`src/fnpll_pkg.sv`:
```
`timescale 1ns / 1ps
`default_nettype none
// fnpll_pkg: types, constants and the control store shared by the retune word generator.
// No dependencies.
package fnpll_pkg;

  localparam logic [15:0] FREQ_MIN      = 16'd350;
  localparam logic [15:0] FREQ_MAX      = 16'd44000;
  localparam logic [22:0] VCO_LOW       = 23'd2200;
  localparam logic [22:0] VCO_HIGH      = 23'd4400;
  localparam logic [9:0]  MOD_FULL      = 10'd1000;
  localparam logic [3:0]  MAX_DOUBLINGS = 4'd10;
  localparam logic [3:0]  K_WRAP        = 4'd7;
  localparam logic [15:0] DIV10_RECIP   = 16'd52429;
  localparam logic [17:0] DIV5_RECIP    = 18'd205;

  localparam logic [1:0] REG_RF_OFF = 2'd0;
  localparam logic [1:0] REG_R1     = 2'd1;
  localparam logic [1:0] REG_R4     = 2'd2;

  typedef enum logic [3:0] {
    OP_NONE,
    OP_LOAD,
    OP_MHZ,
    OP_SRCH,
    OP_PROD,
    OP_QUO,
    OP_REM,
    OP_FRAC,
    OP_RED5,
    OP_RED2,
    OP_PACK,
    OP_EMIT
  } op_e;

  typedef enum logic [2:0] {
    COND_ALWAYS,
    COND_IN,
    COND_SRCH,
    COND_NO5,
    COND_NO2,
    COND_OUT
  } cond_e;

  typedef enum logic [1:0] {
    SEL_RF_OFF,
    SEL_R1,
    SEL_R0,
    SEL_R4
  } sel_e;

  typedef struct packed {
    op_e        op;
    cond_e      cond;
    logic [3:0] target;
    sel_e       sel;
    logic       last;
  } ucode_t;

  // Control store: step advances to target when cond holds, else repeats.
  function automatic ucode_t ucode_rom(input logic [3:0] pc);
    ucode_t w;
    w = '{op: OP_NONE, cond: COND_ALWAYS, target: 4'd0, sel: SEL_RF_OFF, last: 1'b0};
    case (pc)
      4'd0:  w = '{OP_LOAD, COND_IN,     4'd1,  SEL_RF_OFF, 1'b0};
      4'd1:  w = '{OP_MHZ,  COND_ALWAYS, 4'd2,  SEL_RF_OFF, 1'b0};
      4'd2:  w = '{OP_SRCH, COND_SRCH,   4'd3,  SEL_RF_OFF, 1'b0};
      4'd3:  w = '{OP_PROD, COND_ALWAYS, 4'd4,  SEL_RF_OFF, 1'b0};
      4'd4:  w = '{OP_QUO,  COND_ALWAYS, 4'd5,  SEL_RF_OFF, 1'b0};
      4'd5:  w = '{OP_REM,  COND_ALWAYS, 4'd6,  SEL_RF_OFF, 1'b0};
      4'd6:  w = '{OP_FRAC, COND_ALWAYS, 4'd7,  SEL_RF_OFF, 1'b0};
      4'd7:  w = '{OP_RED5, COND_NO5,    4'd8,  SEL_RF_OFF, 1'b0};
      4'd8:  w = '{OP_RED2, COND_NO2,    4'd9,  SEL_RF_OFF, 1'b0};
      4'd9:  w = '{OP_PACK, COND_ALWAYS, 4'd10, SEL_RF_OFF, 1'b0};
      4'd10: w = '{OP_EMIT, COND_OUT,    4'd11, SEL_RF_OFF, 1'b0};
      4'd11: w = '{OP_EMIT, COND_OUT,    4'd12, SEL_R1,     1'b0};
      4'd12: w = '{OP_EMIT, COND_OUT,    4'd13, SEL_R0,     1'b0};
      4'd13: w = '{OP_EMIT, COND_OUT,    4'd0,  SEL_R4,     1'b1};
      default: w = '{OP_NONE, COND_ALWAYS, 4'd0, SEL_RF_OFF, 1'b0};
    endcase
    return w;
  endfunction

endpackage
`default_nettype wire

```
`src/frac_n_pll_register_words.sv`:
```
`timescale 1ns / 1ps
`default_nettype none
// frac_n_pll_register_words: retune word generator for a fractional-N synthesizer.
// Depends on fnpll_pkg.
//
// Each input transaction carries a frequency in 0.1 MHz; the block answers with four
// 32-bit words (RF-off, R1, R0, R4), tlast on the fourth. One request is handled at a
// time, under a 14-step control program. Each request is loaded, scaled to MHz and
// searched for its divider; then the VCO product, the quotient and the remainder by
// PFD_TENTHS_SCALE (reciprocal multiplications) and the fraction are formed in turn, the
// fraction is reduced by 5 and then by 2, the words are packed and the four are sent. The
// search and the reductions repeat their steps, and an output stall holds the words. The
// user must write the config registers (byte addresses 0, 4, 8) only while idle; not enforced.
module frac_n_pll_register_words #(
  parameter int PFD_TENTHS_SCALE = 250
) (
  input  wire logic        clk_i,
  input  wire logic        rst_ni,
  input  wire logic        s_axis_tvalid,
  output logic             s_axis_tready,
  input  wire logic [15:0] s_axis_tdata,   // [15:0] freq_tenths_mhz
  output logic             m_axis_tvalid,
  input  wire logic        m_axis_tready,
  output logic [31:0]      m_axis_tdata,   // [31:0] reg_word
  output logic             m_axis_tlast,   // last_word
  input  wire logic        psel,
  input  wire logic        penable,
  input  wire logic        pwrite,
  input  wire logic [3:0]  paddr,
  input  wire logic [31:0] pwdata,
  output logic [31:0]      prdata,
  output logic             pready
);
  import fnpll_pkg::*;

  // Reciprocals are exact: dividend times rounding error stays below 2^shift.
  localparam int ProdW  = 16;
  localparam int ScaleW = $clog2(PFD_TENTHS_SCALE);
  localparam int RemW   = (ScaleW > 0) ? ScaleW : 1;
  localparam int Shift1 = ProdW + ScaleW;
  localparam int MulW1  = Shift1 + ProdW;
  localparam int Shift2 = 2 * ScaleW + 10;
  localparam int MulW2  = Shift2 + 10;
  localparam logic [63:0] Scale64     = 64'(PFD_TENTHS_SCALE);
  localparam logic [63:0] Recip1Full  = ((64'd1 << Shift1) + Scale64 - 64'd1) / Scale64;
  localparam logic [63:0] Recip2Full  = ((64'd1 << Shift2) + Scale64 - 64'd1) / Scale64;
  localparam logic [63:0] FracMulFull = Recip2Full * 64'(MOD_FULL);
  localparam logic [MulW1-1:0] Recip1  = Recip1Full[MulW1-1:0];
  localparam logic [MulW2-1:0] FracMul = FracMulFull[MulW2-1:0];
  localparam logic [ProdW-1:0] PScale  = ProdW'(PFD_TENTHS_SCALE);

  logic [31:0] rf_off_q, r1_base_q, r4_base_q;
  logic [3:0]  pc_q, pc_d;
  ucode_t      uc;

  logic [15:0]       f_q;
  logic [12:0]       mhz_q;
  logic [3:0]        k_q;
  logic [ProdW-1:0]  prod_q, quo_q;
  logic [RemW-1:0]   rem_q;
  logic [16:0]       ival_q;
  logic [9:0]        frac_q, mod_q;
  logic [31:0]       r0_q, r1_q, r4_q;

  logic [15:0] f_clamp;
  logic [31:0] mhz_prod;
  logic [22:0] vco;
  logic        srch_done;
  logic [MulW1-1:0] quo_prod;
  logic [ProdW-1:0] quo_scaled;
  logic [ProdW-1:0] rem_full;
  logic [MulW2-1:0] frac_prod;
  logic [17:0] frac_p5, mod_p5;
  logic [7:0]  frac_q5, mod_q5;
  logic [9:0]  frac_x5, mod_x5;
  logic        both5, both2;
  logic [2:0]  k_mod7;
  logic        go;

  // Config port
  assign pready = 1'b1;

  always_ff @(posedge clk_i or negedge rst_ni) begin
    if (!rst_ni) begin
      rf_off_q  <= 32'h008C_883C;
      r1_base_q <= 32'h0000_8001;
      r4_base_q <= 32'h008C_803C;
    end else if (psel && penable && pwrite) begin
      case (paddr[3:2])
        REG_RF_OFF: rf_off_q  <= pwdata;
        REG_R1:     r1_base_q <= pwdata;
        REG_R4:     r4_base_q <= pwdata;
        default: ;
      endcase
    end
  end

  always_comb begin
    case (paddr[3:2])
      REG_RF_OFF: prdata = rf_off_q;
      REG_R1:     prdata = r1_base_q;
      REG_R4:     prdata = r4_base_q;
      default:    prdata = 32'd0;
    endcase
  end

  // Sequencer
  assign uc            = ucode_rom(pc_q);
  assign s_axis_tready = (uc.op == OP_LOAD);
  assign m_axis_tvalid = (uc.op == OP_EMIT);
  assign m_axis_tlast  = uc.last;

  always_comb begin
    case (uc.sel)
      SEL_RF_OFF: m_axis_tdata = rf_off_q;
      SEL_R1:     m_axis_tdata = r1_q;
      SEL_R0:     m_axis_tdata = r0_q;
      SEL_R4:     m_axis_tdata = r4_q;
      default:    m_axis_tdata = rf_off_q;
    endcase
  end

  // Datapath terms
  always_comb begin
    if (s_axis_tdata < FREQ_MIN) begin
      f_clamp = FREQ_MIN;
    end else if (s_axis_tdata > FREQ_MAX) begin
      f_clamp = FREQ_MAX;
    end else begin
      f_clamp = s_axis_tdata;
    end
  end

  assign mhz_prod  = {16'd0, f_q} * {16'd0, DIV10_RECIP};
  assign vco       = {10'd0, mhz_q} << k_q;
  assign srch_done = ((vco >= VCO_LOW) && (vco <= VCO_HIGH)) || (k_q == MAX_DOUBLINGS);

  assign quo_prod   = {{Shift1{1'b0}}, prod_q} * Recip1;
  assign quo_scaled = quo_q * PScale;
  assign rem_full   = prod_q - quo_scaled;
  assign frac_prod  = {{(MulW2 - RemW){1'b0}}, rem_q} * FracMul;

  assign frac_p5 = {8'd0, frac_q} * DIV5_RECIP;
  assign mod_p5  = {8'd0, mod_q} * DIV5_RECIP;
  assign frac_q5 = frac_p5[17:10];
  assign mod_q5  = mod_p5[17:10];
  assign frac_x5 = {frac_q5, 2'b00} + {2'b00, frac_q5};
  assign mod_x5  = {mod_q5, 2'b00} + {2'b00, mod_q5};
  assign both5   = (frac_x5 == frac_q) && (mod_x5 == mod_q);
  assign both2   = !frac_q[0] && !mod_q[0];

  assign k_mod7 = (k_q >= K_WRAP) ? 3'(k_q - K_WRAP) : k_q[2:0];

  always_comb begin
    case (uc.cond)
      COND_ALWAYS: go = 1'b1;
      COND_IN:     go = s_axis_tvalid && s_axis_tready;
      COND_SRCH:   go = srch_done;
      COND_NO5:    go = !both5;
      COND_NO2:    go = !both2;
      COND_OUT:    go = m_axis_tvalid && m_axis_tready;
      default:     go = 1'b1;
    endcase
    pc_d = go ? uc.target : pc_q;
  end

  always_ff @(posedge clk_i or negedge rst_ni) begin
    if (!rst_ni) begin
      pc_q <= 4'd0;
    end else begin
      pc_q <= pc_d;
    end
  end

  always_ff @(posedge clk_i) begin
    case (uc.op)
      OP_LOAD: begin
        f_q <= f_clamp;
        k_q <= 4'd0;
      end
      OP_MHZ: begin
        mhz_q <= mhz_prod[31:19];
      end
      OP_SRCH: begin
        if (!srch_done) begin
          k_q <= k_q + 4'd1;
        end
      end
      OP_PROD: begin
        // below 2^16 for any clamped request
        prod_q <= f_q << k_q;
      end
      OP_QUO: begin
        quo_q <= quo_prod[Shift1 +: ProdW];
      end
      OP_REM: begin
        ival_q <= {1'b0, quo_q};
        rem_q  <= rem_full[RemW-1:0];
      end
      OP_FRAC: begin
        frac_q <= frac_prod[Shift2 +: 10];
        mod_q  <= MOD_FULL;
      end
      OP_RED5: begin
        if (both5) begin
          frac_q <= {2'b00, frac_q5};
          mod_q  <= {2'b00, mod_q5};
        end
      end
      OP_RED2: begin
        if (both2) begin
          frac_q <= {1'b0, frac_q[9:1]};
          mod_q  <= {1'b0, mod_q[9:1]};
        end
      end
      OP_PACK: begin
        r0_q <= {ival_q, 15'd0} + {19'd0, frac_q, 3'b000};
        r1_q <= r1_base_q + {19'd0, mod_q, 3'b000};
        r4_q <= r4_base_q + {9'd0, k_mod7, 20'd0};
      end
      default: ;
    endcase
  end

endmodule
`default_nettype wire
```
`config.mk`:
```
export PLATFORM = sky130hd
export DESIGN_NAME = frac_n_pll_register_words
export DESIGN_NICKNAME = d
export VERILOG_FILES = /design/src/fnpll_pkg.sv /design/src/frac_n_pll_register_words.sv
export SDC_FILE = /design/constraint.sdc
export NUM_CORES = 1
export LEC_CHECK = 0
export BUFFER_PORTS_ARGS = -buffer_cell sky130_fd_sc_hd__buf_2
export CAP_MARGIN = 20
export CORE_AREA = 3 3 232 234
export CTS_BUF_LIST = sky130_fd_sc_hd__clkbuf_4 sky130_fd_sc_hd__clkbuf_8 sky130_fd_sc_hd__clkbuf_16
export CTS_CLUSTER_SIZE = 12
export DETAILED_ROUTE_END_ITERATION = 8
export DIE_AREA = 0 0 235 237
export PLACE_DENSITY = 0.69
export SYNTH_ARGS = -nofsm -noshare
export SYNTH_HDL_FRONTEND = slang
export SYNTH_SLANG_ARGS = --single-unit
```
`constraint.sdc`:
```
create_clock -name clk_i -period 21.3 [get_ports clk_i]
set_clock_uncertainty 0.2 [all_clocks]
set_input_delay 2.13 -clock clk_i [delete_from_list [all_inputs] [get_ports clk_i]]
set_output_delay 2.13 -clock clk_i [all_outputs]
set_load 0.005 [all_outputs]
```
==> results of run 1 <==
cell type report:
cell class	instances	area (sq um)	share of cell area [%]
antenna	1	2.50	0.00884
clock buffer	45	870	3.07
clock inverter	7	149	0.526
inverter	337	1260	4.47
multi-input combinational	1711	16500	58.3
sequential	278	7870	27.8
tap	688	861	3.04
timing repair buffer	147	796	2.81
state kept, by name, summed over array words and instances (netlist names):
| signal | count |
|---|---|
| f_q | 16 |
| frac_q | 10 |
| ival_q | 9 |
| k_q | 4 |
| mhz_q | 13 |
| mod_q | 10 |
| pc_q | 4 |
| prod_q | 16 |
| quo_q | 9 |
| r0_q | 19 |
| r1_base_q | 32 |
| r1_q | 32 |
| r4_base_q | 32 |
| r4_q | 32 |
| rem_q | 8 |
| rf_off_q | 32 |
path summary, 6_finish.rpt:
check | startpoint | to | slack, ns | depth (start not counted)
worst max register to register | mod_q[3] | mod_q[7] | 13.71 | 25
worst max-delay path | mod_q[3] | mod_q[7] | 13.71 | 25
min in group asynchronous | rst_ni | r1_base_q[3] | 1.32 | 1
worst min register to register | ival_q[8] | r0_q[23] | 0.21 | 0
max in group asynchronous | rst_ni | r4_base_q[22] | 18.33 | 2
worst min-delay path | ival_q[8] | r0_q[23] | 0.21 | 0
kinds of logic after synthesis:
| kind of cell | count (synthesis) |
|---|---|
| adder cells (fa/ha/maj) | 571 |
| AND/OR/NAND/NOR | 451 |
| buffers and inverters | 411 |
| AO/OA/AOI/OAI | 378 |
| flip-flops | 278 |
| multiplexers | 194 |
| XOR/XNOR | 116 |
| other | 1 |
metrics by stage:
stage                     instance area, sq um  utilization, %  worst slack [ns]  instances  hold WS, ns
after floorplan                          25900               -             13.22       2400        0.200
after global placement                   27300            52.2             13.87       3159        0.202
after detailed placement                 27300            52.2             13.73       3159        0.205
after CTS                                28300            54.2             13.70       3211        0.218
after global routing                     28300            54.2             13.24       3214        0.227
final                                    28300            54.2             13.71       3214        0.215
layer usage:
metal	up-vias	GRT usage, %	wire length, um
met3	93	2.68	3020
met4	2	5.42	1470
met2	455	36.3	28100
met5	-	0	9
met1	8942	28.1	25800
li1	8646	-	-
cells in the mapped netlist (15+ instances only):
library cell	count	area, sq um
sky130_fd_sc_hd__ha_1	411	5140
sky130_fd_sc_hd__inv_1	337	1260
sky130_fd_sc_hd__edfxtp_1	178	5350
sky130_fd_sc_hd__fa_1	160	3200
sky130_fd_sc_hd__nand2_1	126	473
sky130_fd_sc_hd__mux2_2	103	1160
sky130_fd_sc_hd__nor2_1	103	387
sky130_fd_sc_hd__o21ai_0	93	465
sky130_fd_sc_hd__a21oi_1	89	445
sky130_fd_sc_hd__dfrtp_1	81	2030
sky130_fd_sc_hd__xnor2_1	69	604
sky130_fd_sc_hd__mux2i_1	64	641
sky130_fd_sc_hd__clkbuf_1	54	203
sky130_fd_sc_hd__xor2_1	45	394
sky130_fd_sc_hd__nand2b_1	41	257
sky130_fd_sc_hd__nor3_1	35	175
sky130_fd_sc_hd__o21a_1	35	263
sky130_fd_sc_hd__nand3_1	32	160
sky130_fd_sc_hd__mux4_2	27	608
sky130_fd_sc_hd__a21o_1	24	180
sky130_fd_sc_hd__nor2b_1	24	150
sky130_fd_sc_hd__and3_1	23	144
sky130_fd_sc_hd__o22ai_1	21	131
sky130_fd_sc_hd__dfstp_2	19	499
sky130_fd_sc_hd__a211oi_1	15	113
layout by cell type, fill, tap and decap left out, types with 5 or more instances in the layout:
cell / Yosys / routed
sky130_fd_sc_hd__nor2b_1: 24 / 22
sky130_fd_sc_hd__and2_1: 13 / 13
sky130_fd_sc_hd__dfrtp_1: 81 / 80
sky130_fd_sc_hd__nor3_1: 35 / 33
sky130_fd_sc_hd__buf_2: 7 / 123
sky130_fd_sc_hd__inv_1: 337 / 337
sky130_fd_sc_hd__a21boi_0: 6 / 6
sky130_fd_sc_hd__buf_4: 2 / 24
sky130_fd_sc_hd__clkbuf_4: 0 / 14
sky130_fd_sc_hd__a2111oi_0: 5 / 5
sky130_fd_sc_hd__nand4_1: 14 / 14
sky130_fd_sc_hd__and3_1: 23 / 23
sky130_fd_sc_hd__fa_1: 160 / 160
sky130_fd_sc_hd__nand3_1: 32 / 32
sky130_fd_sc_hd__nor4_1: 9 / 9
sky130_fd_sc_hd__mux4_2: 27 / 27
sky130_fd_sc_hd__mux2i_1: 64 / 64
sky130_fd_sc_hd__a21o_1: 24 / 24
sky130_fd_sc_hd__mux2_2: 103 / 103
sky130_fd_sc_hd__a221oi_1: 5 / 5
sky130_fd_sc_hd__nand3b_1: 8 / 8
sky130_fd_sc_hd__dfstp_2: 19 / 19
sky130_fd_sc_hd__xnor2_1: 69 / 69
sky130_fd_sc_hd__nand2b_1: 41 / 41
sky130_fd_sc_hd__nand2_1: 126 / 126
sky130_fd_sc_hd__o21bai_1: 7 / 7
sky130_fd_sc_hd__edfxtp_1: 178 / 178
sky130_fd_sc_hd__o21a_1: 35 / 35
sky130_fd_sc_hd__nor2_1: 103 / 102
sky130_fd_sc_hd__a21oi_1: 89 / 89
sky130_fd_sc_hd__clkbuf_16: 0 / 30
sky130_fd_sc_hd__a211oi_1: 15 / 15
sky130_fd_sc_hd__o21ai_0: 93 / 93
sky130_fd_sc_hd__a31oi_1: 13 / 13
sky130_fd_sc_hd__o211ai_1: 11 / 11
sky130_fd_sc_hd__ha_1: 411 / 411
sky130_fd_sc_hd__xor2_1: 45 / 45
sky130_fd_sc_hd__o22ai_1: 21 / 21
==> impl.org, run 1 <==
** GRT
- The initial antenna violation count was 2.
- Entering global routing, the biggest net connects 67 pins.
- For this run the aggregate overflow at the end of global routing stands at 0.
- Global-route wire length before repair :: between 90 and 100 mm
- Tot GR Track Use :: between 20% and 30%
- The via count of the first global-routing pass is 18,798.

** Clock network
- Number of clock sinks seen by CTS :: roughly 280
- Buffers inserted to repair hold after CTS numbered 0.
- Clock latency on the worst-skew pair :: approximately 0.57 ns
- Depth of the CTS H-tree :: 1
- No sink is reached through more buffers than the 3 on the longest clock path.
- Cts bufs inserted :: 29
- TritonCTS clock tree :: done
- Clock-pin transition on the worst setup and hold timing paths :: ~0.06 ns
- Resized Gates After CTS :: 0
- Buffers inserted by post-CTS timing repair :: 0
- The cell sitting at the root of the clock tree is a sky130_fd_sc_hd__clkbuf_16.

** Detailed routing
- Dividing the detail-routed via count by the number of cells gives 5.64.
- Once detail routing completed, the nets flagged for antenna violations numbered 0.
- Across all layers, the routed design uses roughly 18,000 vias.
- After detailed routing, the number of remaining DRC violations is 0.
- In the final routed layout, each cell accounts on average for about 18 um.
- First drt pass iteration count :: 5
- Detailed-route wire length :: between 50 and 60 mm
- Number of design-rule violations left by the first detailed-router iteration :: between 1,000 and 1,500

** STA
- Setup_tns :: 0 ns
- # setup viols final :: 0
- Setup repair after global routing missed its margin :: no
- Endpoints failing hold :: 0
- Timing-limited maximum frequency :: around 130 MHz
- Dividing the final minimum period by the clock period gives roughly 36%.
- Fin crit period :: 7.59 ns
- Measured against its own limit, the worst slew margin works out to between 20% and 30%.
- Max-slew violation count :: 0
- Worst Max-Slew Pin Slew :: 1.07 ns

** Critical path
- Among all stages on the critical path, the largest delay is contributed by sky130_fd_sc_hd__edfxtp_1.
- Highest net fanout along the worst path :: 20
- STA puts the critical path data required time at approximately 21 ns.
- Element type at the critical path start :: register
- The number of buffers and inverters on the critical path is 4.
- The largest single stage delay on the critical path is around 0.53 ns.
- The worst setup path is captured at a register.
- Data on the critical path arrives at its endpoint at ~7.6 ns.
- Top Family by Delay on Critical Path :: adder cells
- By startpoint and endpoint, the worst setup path is classified as reg2reg.

** Synthesis
- Dominant synthesized flop cell :: sky130_fd_sc_hd__edfxtp_1
- Flops & latches, synth :: about 280
- Async set-reset flop share out of synthesis :: 36.0%
- By area, the combinational part of the netlist is dominated by adder cells.
- Mux share of post-synthesis cell area :: 9.30%
- The netlist uses 81 different library cells.
- After Yosys synthesis, and, or, nand and nor cells account for 8.52% of the synthesized area.
- Counting flops with a built-in enable in the synthesized netlist gives between 150 and 200.
- Post-synthesis sequential area ratio :: around 30%
- The number of nets handed over by synthesis was a little over 3,000.
- Cells after synthesis :: 2,400
- Yosys printed 0 warnings.
- After Yosys synthesis, XOR and XNOR cells account for under 10% of the synthesized area.
- Dividing the synthesized area by the synthesized cell count gives around 11 sq um.
- In this run the cell area of the synthesized design comes to 25,900 sq um.
- The synthesized netlist devotes 9.47% of its cell area to compound gates.
- Synth Area in Adders :: between 30% and 40%

** Placed design
- Summed over all nets, the half-perimeter wirelength after detailed placement is roughly 44 mm.
- Routability-driven placement finished with a final weighted congestion of 0.883.
- Total of buffers placed on input and output ports :: about 120

** Floorplan
- In this run the vertical extent of the chip is roughly 240 um.
- The die is between 200 and 250 um wide.
- Number of cell rows :: 84
- After floorplanning, the core was sized to cover 52,200 sq um.
- Once the floorplan was initialized, standard cells occupied about half of the core.
- Top-Level Pins :: 127
- Total die area :: between 50,000 and 60,000 sq um

** Hold path
- The path class of the tightest hold or removal check is reg2reg.

** Finish
- Final nets :: about 3,100
- Filler Cells Inserted :: roughly 4,500
- Compared with the post-synthesis result, the final layout area differs by 9.32%.
- Layout cell share with drive strength beyond 1 :: 14.6%

** Outcome
- Outcome :: complete, no violations

** Job
- Max-cap violations in this run came to 0.
Power of run 1 is left out: the tool's default activity adds up to more than one toggle a clock period on the data nets, which glitch-free logic cannot reach.
==> run 2, diff against run 1 <==
==> constraint.sdc (replaced) <==
create_clock -name clk_i -period 7.6 [get_ports clk_i]
set_clock_uncertainty 0.2 [all_clocks]
set_input_delay 0.76 -clock clk_i [delete_from_list [all_inputs] [get_ports clk_i]]
set_output_delay 0.76 -clock clk_i [all_outputs]
set_load 0.005 [all_outputs]
==> run 2 against run 1 <==
Sequential share of layout area shrank 0.18 points; first-iteration DRC count grew 7.9%; flip-flop and latch count is the same; hold slack lost 0.0091 ns; clock-buffer cell count grew 6; critical path depth shrank 1; core utilization grew 0.34 points; fmax grew 5.5%; routed wire length grew 1.6%; critical endpoint is now frac_q[7].
==> impl.org, run 2 (synthesis gave the netlist of run 1 again) <==
** Placed design
- Total of buffers placed on input and output ports :: 123
- Placer congestion estimate :: about 0.9
- Post-placement worst setup slack :: 0.311 ns
- Post-DP Area :: 27,400 sq um
- HPWL reported at the end of detailed placement :: about 45 mm

** STA
- # setup viols final :: 0
- Hold is met by between 0.2 and 0.25 ns.
- Measured against its own limit, the worst slew margin works out to between 20% and 30%.
- Endpoints failing hold :: 0
- Period utilization :: approximately 95%
- Static timing analysis puts the maximum clock frequency at 139 MHz.
- The worst path needs around 7.2 ns of the cycle, external delays included.
- At the pin with the least slew margin, the transition time is between 1 and 1.5 ns.
- Max-slew violation count :: 0
- Post-layout worst setup margin :: approximately 0.4 ns

** Clock network
- TritonCTS built the clock tree.
- Clock root buffer :: sky130_fd_sc_hd__clkbuf_16
- Clock-pin transition on the worst setup and hold timing paths :: around 0.060 ns
- In this run the deepest clock path goes through 3 buffers.
- Number of clock sinks seen by CTS :: around 280
- In this run the number of H-tree levels came out at 1.
- In this run, CTS created clock tree buffers numbering 29.
- Clock latency on the worst-skew pair :: between 0.5 and 0.6 ns

** Critical path
- Highest net fanout along the worst path :: 10
- Start-to-end type of the worst setup path :: reg2reg
- Slowest cell on the critical path :: sky130_fd_sc_hd__fa_1
- Top Family by Delay on Critical Path :: adder cells
- The worst setup path is captured at a register.
- In this design, the stage delay of the slowest critical-path cell is 0.53 ns.
- The critical path starts at mod_q[3].
- By instance count, the cell type seen most on the critical path is sky130_fd_sc_hd__fa_1.
- In this run the worst setup path terminates at frac_q[7].
- Number of buffer and inverter stages on the critical path :: 3
- The signal on the critical path passes through ha_1 > inv_1 > fa_1 > inv_1 > fa_1 > fa_1 > ha_1 > nand4_1 > o21ai_0 > a31oi_1 > nand3_1 > a21oi_2 > xor2_2 > fa_1 > xnor2_1 > nor4_1 > o2111a_1 > nand3b_1 > and4b_1 > nand4b_1 > nor4_1 > nand4_1 > o31ai_2 > buf_4.
- Number of gates on the worst path with buffers counted :: 24
- Startpoint of the most critical register-to-register path :: mod_q[3]
- Register-to-register setup slack :: around 0.4 ns
- For the worst flop-to-flop path, the logic depth is 24.
- The endpoint identified for the worst register-to-register timing path is frac_q[7].
- Data required time at the worst endpoint :: 7.66 ns
- At the worst endpoint, the arrival time is between 7 and 8 ns.
- The worst setup path is launched from a register.

** Finish
- Compared with the post-synthesis result, the final layout area differs by 10.0%.
- The library cell used most frequently in the layout, excluding fill and tap cells, is sky130_fd_sc_hd__ha_1.
- Of the cells placed in the final design, the portion with a size suffix greater than 1 is roughly 16%.
- The finished cells cover about 28,000 sq um.
- The final layout contains ~3,200 nets.
- The library cells used most frequently in the layout, excluding fill and tap cells, are sky130_fd_sc_hd__ha_1, sky130_fd_sc_hd__inv_1, sky130_fd_sc_hd__edfxtp_1.
- Final core utilization :: approximately 55%

** GRT
- The initial antenna violation count came to 2.
- Total congestion overflow :: 0
- The first global-routing pass estimated between 90 and 100 mm of wire.
- Number of global-route vias before repair :: between 15,000 and 20,000
- Tot GR Track Use :: between 20% and 30%
- Pin count of the biggest net entering global routing :: 84

** Floorplan
- Width of the die :: 235 um
- Core area :: roughly 52,000 sq um
- Pin placement for this block handled ~130 I/O pins.
- Once the floorplan was initialized, standard cells occupied approximately half of the core.
- Total die area :: about 56,000 sq um
- The floorplan has between 80 and 90 rows.
- The die is 237 um tall.

** Job
- Maximum capacitance violations :: 0

** Detailed routing
- Total DRC errors in the routed layout :: 0
- Via density per instance :: roughly 5.6
- Before antenna repair, the detailed router went through 7 iterations.
- The detail route stage leaves a number of antenna-violating nets equal to 0.
- After detailed routing, the average wire length per cell comes to roughly 18 um.
- The detailed router finished its first iteration with 1,333 violations.
- The detailed router placed around 18,000 vias in this run.
- Detailed-route wire length :: about 60 mm

** Outcome
- The run finished with clean final reports.

** Hold path
- The path class of the tightest hold or removal check is reg2reg.
-- run 2: worst min-delay path by stage --
| stage | start | endpoint | slack [ns] | cells past startpoint |
|---|---|---|---|---|
| after global routing | s_axis_tdata[15] | f_q[15] | 0.20 | 1 |
| final | ival_q[0] | r0_q[15] | 0.21 | 0 |
| after detailed placement | ival_q[1] | r0_q[16] | 0.20 | 0 |
| after global placement | ival_q[5] | r0_q[20] | 0.20 | 0 |
| after floorplan | quo_q[7] | ival_q[7] | 0.20 | 0 |
| after CTS | s_axis_tdata[15] | f_q[15] | 0.18 | 1 |
-- run 2: final cells by class --
cell class              instances  area [sq um]
inverters                     337          1260
well taps                     688           861
repair buffers                164           952
flip-flops and latches        278          7870
clock buffers                  51           963
fillers                      4454         23700
diodes                          4          10.0
clock inverters                 3          33.8
multi-input cells            1711         16500
-- run 2: routing by layer --
layer	GRT usage [%]	wire length [um]
met5	0	0
met4	4.73	1290
met3	2.41	2790
met2	37.0	29200
met1	28.6	26000
-- run 2: stage by stage --
step | instances | TNS [ns]
4_1_cts | 3225 | 0
3_5_place_dp | 3170 | 0
5_1_grt | 3234 | -0.0767
2_1_floorplan | 2400 | 0
3_3_place_gp | 3170 | 0
6_report | 3236 | 0
-- run 2: timing repair --
item | 4_1_cts | 5_1_grt
buffers inserted | 0 | 4
gates resized for setup | 0 | 9
endpoints found under the setup margin | 0 | 24
hold buffers | 1 | 0
hold endpoints to repair | 17 | 0
Power of run 2 is left out for the same reason.
==> run 3, diff against run 2 <==
--- a/config.mk
+++ b/config.mk
@@ -7,11 +7,11 @@
 export LEC_CHECK = 0
 export BUFFER_PORTS_ARGS = -buffer_cell sky130_fd_sc_hd__buf_2
 export CAP_MARGIN = 20
-export CORE_AREA = 3 3 232 234
+export CORE_AREA = 2 2 231 233
 export CTS_BUF_LIST = sky130_fd_sc_hd__clkbuf_4 sky130_fd_sc_hd__clkbuf_8 sky130_fd_sc_hd__clkbuf_16
 export CTS_CLUSTER_SIZE = 12
 export DETAILED_ROUTE_END_ITERATION = 8
-export DIE_AREA = 0 0 235 237
+export DIE_AREA = 0 0 233 235
 export PLACE_DENSITY = 0.69
 export SYNTH_ARGS = -nofsm -noshare
 export SYNTH_HDL_FRONTEND = slang
==> run 3 against run 2 <==
Global-route usage up 0.47 points; final cell count about the same; die area down 1.7%; critical path depth up 2; core utilization down 0.11 points; flip-flop and latch count unchanged; highest routed layer is now met5.
==> impl.org, run 3 (synthesis gave the netlist of run 1 again) <==
** Clock network
- Clock root buffer :: sky130_fd_sc_hd__clkbuf_16
- TritonCTS created 29 clock buffers.
- CTS built an H-tree with a depth of 1.
- Number of clock sinks seen by CTS :: 278
- TritonCTS clock tree :: done
- Clock latency on the worst-skew pair :: between 0.5 and 0.6 ns
- Hold-fix buffers at CTS :: 0
- CTS max path bufs :: 3
- Clock-pin transition on the worst setup and hold timing paths :: approximately 0.06 ns

** Critical path
- Slowest stage delay, CP :: between 0.5 and 0.6 ns
- Data arrival time of the worst path :: about 7.2 ns
- Counting both buffers and inverters, the worst setup path holds a total of 3.
- Slowest cell on the critical path :: sky130_fd_sc_hd__fa_1
- Start-to-end type of the worst setup path :: reg2reg
- Element type at the critical path start :: register
- Top Family by Delay on Critical Path :: adder cells
- STA classifies the critical path endpoint as a register.
- Data required time at the worst endpoint :: around 7.7 ns
- Highest net fanout along the worst path :: 10

** Placed design
- Total of buffers placed on input and output ports :: between 100 and 150
- Post-placement worst setup slack :: slightly above 0.3 ns
- HPWL reported at the end of detailed placement :: 45.5 mm
- At the end of routability-driven placement, the weighted congestion stood at ~0.90.

** GRT
- Entering global routing, the biggest net connects between 50 and 60 pins.
- The via count of the first global-routing pass is ~19,000.
- Total congestion overflow :: 0
- For this run, the total global-route usage over all layers was measured as about 22%.
- Initial antenna violation count :: 2
- Global-route wire length before repair :: 96.3 mm

** Hold path
- Tightest Hold Check Type :: in2async

** Detailed routing
- Residual antenna-violating net count after detailed routing :: 0
- Detailed-route wire length :: between 50 and 60 mm
- First drt pass iteration count :: 5
- After detailed routing, the average wire length per cell comes to ~18 um.
- After detailed routing, the number of remaining DRC violations is 0.
- In this run, the number of DRC markers left after iteration 0 of detailed routing was between 1,000 and 1,500.
- After detailed routing, the number of vias per cell comes to 5.59.
- Via count :: 18,089

** STA
- Post-layout worst setup margin :: between 0.4 and 0.5 ns
- The final hold violation count is 0.
- Relative slew slack :: between 30% and 40%
- At the pin with the least slew margin, the transition time is 1.03 ns.
- Period utilization :: between 90% and 100%
- Setup violations remaining at the end of the flow were counted as 0.
- Derived from the worst setup path, the maximum achievable clock frequency is 140 MHz.
- The count of final max-slew check failures came to 0.
- Fin crit period :: between 7 and 8 ns

** Finish
- Synth-to-layout area growth :: 9.80%
- The library cell used most frequently in the layout, excluding fill and tap cells, is sky130_fd_sc_hd__ha_1.
- Cells fill between 50% and 60% of the core in the end.
- Layout cell share with drive strength beyond 1 :: between 10% and 20%
- Most frequent cells in the layout :: sky130_fd_sc_hd__ha_1, sky130_fd_sc_hd__inv_1, sky130_fd_sc_hd__edfxtp_1
- Final nets :: 3,155

** Floorplan
- Once the floorplan was initialized, standard cells occupied between 40% and 50% of the core.
- Number of cell rows :: 84
- Total die area :: ~55,000 sq um
- The die is between 200 and 250 um tall.
- In this run the horizontal extent of the chip is between 200 and 250 um.
- In this run the standard cell core region covers approximately 52,000 sq um.
- 127 I/O pins were placed.

** Outcome
- The run finished with clean final reports.

** Job
- Maximum capacitance violations :: 0
run 3: cell types whose count changed in the layout (fill, tap and decap cells not counted), moves of 2 or more:
cell / before / now
sky130_fd_sc_hd__buf_4: 38 / 44
sky130_fd_sc_hd__clkbuf_8: 7 / 1
sky130_fd_sc_hd__clkinv_2: 1 / 4
sky130_fd_sc_hd__diode_2: 4 / 2
sky130_fd_sc_hd__clkbuf_4: 14 / 16
run 3: what timing repair did:
item                                    CTS  global route
setup buffers                             0             8
gates resized for setup                   0             8
endpoints found under the hold margin     0             0
endpoints found under the setup margin    0            23
run 3: per-layer routing:
metal / vias to the layer above / global-route usage [%] / part of all wire, %
li1: 8668 / - / -
met1: 8947 / 28.9 / 44
met2: 402 / 38.2 / 50
met3: 70 / 2.50 / 4.4
met4: 2 / 4.07 / 1.7
met5: - / 0 / 0.014
run 3: cell type report:
cell class	count	area, sq um
Tap cell	688	861
Fill cell	4456	23800
Multi-Input combinational cell	1711	16500
Antenna cell	2	5.00
Timing Repair Buffer	168	966
Sequential cell	278	7870
Clock inverter	7	51.3
Clock buffer	47	885
Inverter	337	1260
run 3: final timing paths:
check,slack (ns),depth (start not counted),from,endpoint
hold / removal,0.001,1,rst_ni,r1_base_q[2]
hold reg to reg,0.21,0,ival_q[5],r0_q[20]
min in group clk_i,0.21,0,ival_q[5],r0_q[20]
max in group asynchronous,5.95,2,rst_ni,pc_q[3]
setup reg to reg,0.45,26,mod_q[3],frac_q[8]
setup / recovery,0.45,26,mod_q[3],frac_q[8]
run 3: through the flow:
step	cells	hold WS [ns]	TNS [ns]	cell area, sq um
after global placement	3171	0.201	0	27400
after CTS	3226	0.0227	0	28300
after floorplan	2400	0.200	0	25900
after global routing	3237	0.0509	-0.0574	28400
final	3238	0.00101	0	28400
after detailed placement	3172	0.205	0	27400
Power of run 3 is left out for the same reason.
